`src/sv/tfl_pkg.sv`:
```
// Shared types and codes for the talker floor lock.
`timescale 1ns / 1ps

package tfl_pkg;

    // Request types
    localparam logic [1:0] REQ_CHUNK = 2'd0;
    localparam logic [1:0] REQ_META  = 2'd1;
    localparam logic [1:0] REQ_CLEAR = 2'd2;

    // Verdict codes
    localparam logic [2:0] VERDICT_ACCEPTED     = 3'd0;
    localparam logic [2:0] VERDICT_OWN_DEVICE   = 3'd1;
    localparam logic [2:0] VERDICT_OTHER_TALKER = 3'd2;
    localparam logic [2:0] VERDICT_OLD_SEQUENCE = 3'd3;
    localparam logic [2:0] VERDICT_META_NOP     = 3'd4;
    localparam logic [2:0] VERDICT_RELEASED     = 3'd5;
    localparam logic [2:0] VERDICT_CLEARED      = 3'd6;

    // Configuration register indexes
    localparam logic CFG_IDLE_TIMEOUT = 1'b0;
    localparam logic CFG_OWN_DEVICE   = 1'b1;

    localparam logic [31:0] IDLE_TIMEOUT_RESET = 32'd1000;
    localparam logic [31:0] OWN_DEVICE_RESET   = 32'd0;

    typedef struct packed {
        logic        locked;
        logic [31:0] dev;
        logic        has_dev;
        logic [31:0] sess;
        logic [31:0] last_time;
        logic        have_seq;
        logic [31:0] last_seq;
    } lock_state_t;

    localparam lock_state_t LOCK_STATE_IDLE = '0;

    typedef struct packed {
        logic [1:0]  req_type;
        logic [31:0] now_ms;
        logic [31:0] dev_token;
        logic        has_device;
        logic [31:0] session_id;
        logic        has_session;
        logic [31:0] sequence_req;
        logic        has_active;
        logic        active;
    } event_t;

    typedef struct packed {
        logic [2:0] verdict;
        logic       timed_out;
        logic       talker_locked;
    } result_t;

endpackage

```
`src/sv/tfl_step.sv`:
```
// Combinational update of the floor lock for one event.
`timescale 1ns / 1ps

module tfl_step
    import tfl_pkg::*;
(
    input  event_t      evt,
    input  lock_state_t state_cur,
    input  logic [31:0] idle_timeout_ms,
    input  logic [31:0] own_dev_token,
    output lock_state_t state_nxt,
    output result_t     res
);

    logic [31:0] elapsed;
    logic [31:0] dev;
    logic        expire;
    logic        smatch;
    logic        dmatch;
    lock_state_t st;

    assign elapsed = evt.now_ms - state_cur.last_time;
    assign expire  = state_cur.locked && (elapsed > idle_timeout_ms);
    // absent device token reads as zero
    assign dev     = evt.has_device ? evt.dev_token : 32'd0;

    always_comb begin
        st            = expire ? LOCK_STATE_IDLE : state_cur;
        res.verdict   = VERDICT_META_NOP;
        res.timed_out = expire;
        smatch        = !evt.has_session || (evt.session_id == st.sess);
        dmatch        = !evt.has_device || !st.has_dev || (dev == st.dev);

        unique case (evt.req_type)
            REQ_CHUNK: begin
                if (evt.has_device && (dev == own_dev_token)) begin
                    res.verdict = VERDICT_OWN_DEVICE;
                end else if (!st.locked) begin
                    // seize: the first chunk passes unless it comes from the own device
                    st.locked    = 1'b1;
                    st.dev       = dev;
                    st.has_dev   = evt.has_device;
                    st.sess      = evt.session_id;
                    st.last_time = evt.now_ms;
                    st.have_seq  = 1'b1;
                    st.last_seq  = evt.sequence_req;
                    res.verdict  = VERDICT_ACCEPTED;
                end else if ((evt.session_id != st.sess) ||
                             (st.has_dev && evt.has_device && (dev != st.dev))) begin
                    res.verdict = VERDICT_OTHER_TALKER;
                end else if (st.have_seq && (evt.sequence_req <= st.last_seq)) begin
                    res.verdict = VERDICT_OLD_SEQUENCE;
                end else begin
                    st.last_time = evt.now_ms;
                    st.have_seq  = 1'b1;
                    st.last_seq  = evt.sequence_req;
                    res.verdict  = VERDICT_ACCEPTED;
                end
            end
            REQ_META: begin
                if (evt.has_active && !evt.active && st.locked && smatch && dmatch) begin
                    st          = LOCK_STATE_IDLE;
                    res.verdict = VERDICT_RELEASED;
                end
            end
            REQ_CLEAR: begin
                st          = LOCK_STATE_IDLE;
                res.verdict = VERDICT_CLEARED;
            end
            default: begin
                // undefined type: only the idle check applies
                res.verdict = VERDICT_META_NOP;
            end
        endcase

        res.talker_locked = st.locked;
        state_nxt         = st;
    end

endmodule

```
`src/sv/talker_floor_lock.sv`:
```
// Top level of the talker floor lock: word registers, lock state, config.
//
//  channel | ports             | role
//  --------+-------------------+-----------------------------------------
//  event   | s_valid / s_ready | chunk, meta and clear words in
//  result  | m_valid / m_ready | verdict, timed_out, lock state out
//  config  | cfg_we            | idle timeout (0), own device token (1)
//
// One word per cycle unless the result stalls; path: input register, result register.
// The lock state is updated as a word moves from the input to the result
// register, so each word sees all earlier ones.
// aresetn (synchronous) frees the lock and restores register defaults.
// A stalled result holds; the input register takes words while it is empty
// or while the result register is free or being emptied.
`timescale 1ns / 1ps

module talker_floor_lock
    import tfl_pkg::*;
(
    input  logic        aclk,
    input  logic        aresetn,

    input  logic        cfg_we,
    input  logic        cfg_index,
    input  logic [31:0] cfg_wdata,

    input  logic        s_valid,
    output logic        s_ready,
    input  logic [1:0]  s_req_type,
    input  logic [31:0] s_now_ms,
    input  logic [31:0] s_dev_token,
    input  logic        s_has_device,
    input  logic [31:0] s_session_id,
    input  logic        s_has_session,
    input  logic [31:0] s_sequence_req,
    input  logic        s_has_active,
    input  logic        s_active,

    output logic        m_valid,
    input  logic        m_ready,
    output logic [2:0]  m_verdict,
    output logic        m_timed_out,
    output logic        m_talker_locked_out
);

    logic [31:0] idle_timeout_reg;
    logic [31:0] own_device_reg;

    event_t      in_word_reg;
    logic        in_valid_reg;
    result_t     res_reg;
    logic        res_valid_reg;
    lock_state_t lock_reg;
    lock_state_t lock_next;
    result_t     res_next;
    logic        res_free;
    logic        advance;

    assign res_free = !res_valid_reg || m_ready;
    assign advance  = in_valid_reg && res_free;
    assign s_ready  = !in_valid_reg || res_free;

    always_ff @(posedge aclk) begin
        if (!aresetn) begin
            idle_timeout_reg <= IDLE_TIMEOUT_RESET;
            own_device_reg   <= OWN_DEVICE_RESET;
        end else if (cfg_we) begin
            unique case (cfg_index)
                CFG_IDLE_TIMEOUT: idle_timeout_reg <= cfg_wdata;
                CFG_OWN_DEVICE:   own_device_reg   <= cfg_wdata;
                default:          idle_timeout_reg <= idle_timeout_reg;
            endcase
        end
    end

    // input word register
    always_ff @(posedge aclk) begin
        if (!aresetn) begin
            in_valid_reg <= 1'b0;
        end else if (s_ready) begin
            in_valid_reg <= s_valid;
        end
    end

    always_ff @(posedge aclk) begin
        if (s_valid && s_ready) begin
            in_word_reg <= '{req_type:     s_req_type,
                             now_ms:       s_now_ms,
                             dev_token:    s_dev_token,
                             has_device:   s_has_device,
                             session_id:   s_session_id,
                             has_session:  s_has_session,
                             sequence_req: s_sequence_req,
                             has_active:   s_has_active,
                             active:       s_active};
        end
    end

    tfl_step u_step (
        .evt             (in_word_reg),
        .state_cur       (lock_reg),
        .idle_timeout_ms (idle_timeout_reg),
        .own_dev_token   (own_device_reg),
        .state_nxt       (lock_next),
        .res             (res_next)
    );

    always_ff @(posedge aclk) begin
        if (!aresetn) begin
            lock_reg      <= LOCK_STATE_IDLE;
            res_valid_reg <= 1'b0;
        end else begin
            if (advance) begin
                lock_reg <= lock_next;
            end
            if (res_free) begin
                res_valid_reg <= in_valid_reg;
            end
        end
    end

    always_ff @(posedge aclk) begin
        if (advance) begin
            res_reg <= res_next;
        end
    end

    assign m_valid             = res_valid_reg;
    assign m_verdict           = res_reg.verdict;
    assign m_timed_out         = res_reg.timed_out;
    assign m_talker_locked_out = res_reg.talker_locked;

endmodule

```
`config.mk`:
```
export PLATFORM = sky130hd
export DESIGN_NAME = talker_floor_lock
export DESIGN_NICKNAME = d
export VERILOG_FILES = /design/src/sv/tfl_pkg.sv /design/src/sv/tfl_step.sv /design/src/sv/talker_floor_lock.sv
export SDC_FILE = /design/constraint.sdc
export NUM_CORES = 1
export LEC_CHECK = 0
export BUFFER_PORTS_ARGS = -buffer_cell sky130_fd_sc_hd__buf_2
export CAP_MARGIN = 20
export CORE_ASPECT_RATIO = 1.1
export CORE_UTILIZATION = 40
export DETAILED_ROUTE_END_ITERATION = 6
export PLACE_DENSITY = 0.68
export RECOVER_POWER = 100
export SLEW_MARGIN = 20
export SYNTH_ARGS = -nofsm -noshare
export SYNTH_HDL_FRONTEND = slang
export SYNTH_HIERARCHICAL = 1
export SYNTH_SLANG_ARGS = --single-unit
```
`constraint.sdc`:
```
create_clock -name aclk -period 21.4 [get_ports aclk]
set_input_delay 0 -clock aclk [delete_from_list [all_inputs] [get_ports aclk]]
set_output_delay 0 -clock aclk [all_outputs]
set_load 0.03 [all_outputs]
```
==> qor.yml <==
status: "complete, but fails checks"
violations: "max-capacitance violations, max-slew violations"
ys_seq_elements: 336
tritoncts: "yes"
cts_sinks: 336
via_per_inst: 5.56
synth_edf_count: 139
core_area_mm2: 0.0478
wl_met3_um: 3340
drt_iter0_drc: 1463
synth_cells: 2132
final_cell_count_no_fill: 3091
reg2reg_slack_ps: 6940
setup_ws_ps: 6940
ys_warn_count: 6
yosysSeqAreaShare_pct: 41.9
topRoutingLayerUsed: "met4"
numCtsBuffers: 40
hold_ws_ps: 32.7
start_util_pct: 40.5
grt_pass1_wl_um: 89300
path_common_cell: "o21ai_0"
nets: 2681
route.detailed.drc: 0
vias: 17200
ant_nets: 0
syn_area_mm2: 0.0194
min-delay-start: "cfg_index"
final_cell_area_mm2: 0.0235
setup_violations: 0
startpoint: "in_word_reg[101]"
synthFlopType: "dfxtp_1"
power_mw: 1.68
placed_cell_area_mm2: 0.0206
place_worst_setup_slack_ps: 11540
hp-class: "in -> reg"
cp_max_fo: 56
routedWlPerCell_um: 18.5
rows: 84
floorplan.io_pins: 179
crit_path_start_kind: "register"
syn_nets: 2400
avgSynthCellArea_um2: 9.08
post_cts_buffers: 0
fin_crit_sh_pct: 67.6
grt_antenna_before_repair: 1
fin_crit_ps: 14460
ys_types: 70
gr-total-overflow: 0
reg2reg_from: "in_word_reg[101]"
timing_worst_setup_path_type: "reg -> reg"
endpoint_kind: "register"
critical_path_required_ps: 21790
worstMarginPinSlew_ps: 10280
die_w_um: 212
fin_skew_ps: 21.0
max_slew_margin_pct: -585
cts_htree_levels: 2
dpl.hpwl_um: 38900
largest_reg_flops: 134
slew_violations: 726
ys_top_cells_by_area: "edfxtp_1, dfxtp_1, nand2_1"
wl_met2_um: 27300
cts_buffer_depth: 3
rsz0062_at_grt: "no"
crit_slowest_cell: "o21ai_0"
finalSetupTns_ps: 0
max-vdd-ir-drop_mv: 0.0586
synth_top_area_share_pct: 21.6
async_flop_share_pct: 0
final_core_utilization_pct: 49.2
placed_cells: 2847
first_pass_iters: 5
hold_viol_final: 0
grt_usage_pct: 22.9
drt-total-wl_um: 57300
ctsHoldBuffers: 169
yosys.area.top_type: "edfxtp_1"
clk_pin_slew_ps: 60
grt_pass1_vias: 16800
grt_max_degree: 137
crit_arrival_ps: 14850
clock_latency_ps: 570
fmax_mhz: 69.2
powerDensity_mw_per_mm2: 71.4
fp.dieH_um: 233
wl_met1_um: 25400
io_buffers: 178
cp_slowest_stage_delay_ps: 2040
p_leak_nw: 8.69
post_route_cells_drive_above_1_share_pct: 9.49
syn2layout_area_growth_pct: 21.6
gp_congestion: 0.922
post_cts_resized: 0
cap_violations: 10
dieArea_mm2: 0.0493
cts-root-buf: "clkbuf_16"
-- where the power goes --
| part | internal, mW | total, mW | switching (mW) |
|---|---|---|---|
| logic | 0.118 | 0.251 | 0.132 |
| clock network | 0.425 | 0.704 | 0.279 |
| registers | 0.699 | 0.727 | 0.0281 |
-- final cells by class --
class | count | area [µm²]
Sequential cell | 336 | 8120
Clock inverter | 15 | 170
Inverter | 149 | 559
Tap cell | 645 | 807
Antenna cell | 1 | 2.50
Timing Repair Buffer | 365 | 2640
Multi-Input combinational cell | 1521 | 10000
Fill cell | 4473 | 24300
Clock buffer | 59 | 1200
-- cells by family (layout without fill, tap and decap cells) --
group / count (synthesis) / count (layout) / share of synthesized area (%)
AO/OA/AOI/OAI: 519 / 519 / 19.8
XOR/XNOR: 37 / 37 / 1.67
adder cells (fa/ha/maj): 96 / 96 / 6.25
buffers and inverters: 275 / 588 / 6.29
flip-flops: 336 / 336 / 41.9
multiplexers: 153 / 153 / 7.91
other: 0 / 1 / 0
AND/OR/NAND/NOR: 716 / 716 / 16.1
-- worst max-delay path: cells and delay by family, from the launching register on --
| kind | cells | cell delay, ps |
|---|---|---|
| AOI/OAI and AO/OA | 14 | 5380 |
| adders and majority gates | 3 | 920 |
| buffers and inverters | 4 | 4290 |
| muxes | 1 | 170 |
| and+or+nand+nor | 14 | 2830 |
| xor gates and xnor gates | 1 | 190 |
| DFF | 1 | 440 |
-- layer usage --
metal	track usage, %	vias up
li1	-	8253
met1	29.7	8312
met2	39.1	552
met3	3.52	71
met4	6.79	0
met5	0	-
-- Yosys cell counts (21+ instances only) --
master      n
nand2_1   443
dfxtp_1   197
mux2i_1   153
inv_1     148
edfxtp_1  139
a22o_1     97
ha_1       95
nor2_1     87
o21ai_0    76
clkbuf_1   72
a21boi_0   60
o22ai_1    49
a21oi_1    44
a32o_1     41
nand3_1    41
nor4_1     29
buf_2      28
xnor2_1    27
o31ai_1    23
nand4_1    22
nor3_1     22
a21o_1     21
-- layout by cell type, fill, tap and decap left out, types with 11 or more instances in the layout --
cell	n
nor3_1	21
buf_2	143
inv_1	149
nor4_1	28
ha_1	95
clkbuf_16	43
a21boi_0	60
nor2b_1	19
nand3_1	41
nand4_1	22
a32o_1	41
a31oi_1	12
a221oi_1	12
mux2i_1	153
dlygate4sd3_1	169
a21oi_1	44
a22o_1	97
edfxtp_1	139
o22ai_1	49
and2_1	12
nand2_1	443
a22oi_1	17
xnor2_1	27
clkbuf_1	53
a21o_1	21
o31ai_1	23
nor2_1	87
o21a_1	11
o21ai_0	77
o2bb2ai_1	11
dfxtp_1	197
-- path summary, 6_finish.rpt --
path                     endpoint  cells past startpoint
max                  lock_reg[22]                     37
max reg2reg          lock_reg[22]                     37
min reg2reg           lock_reg[0]                      2
min          idle_timeout_reg[21]                      5
No activity file was read; power rests on OpenSTA's default activity.
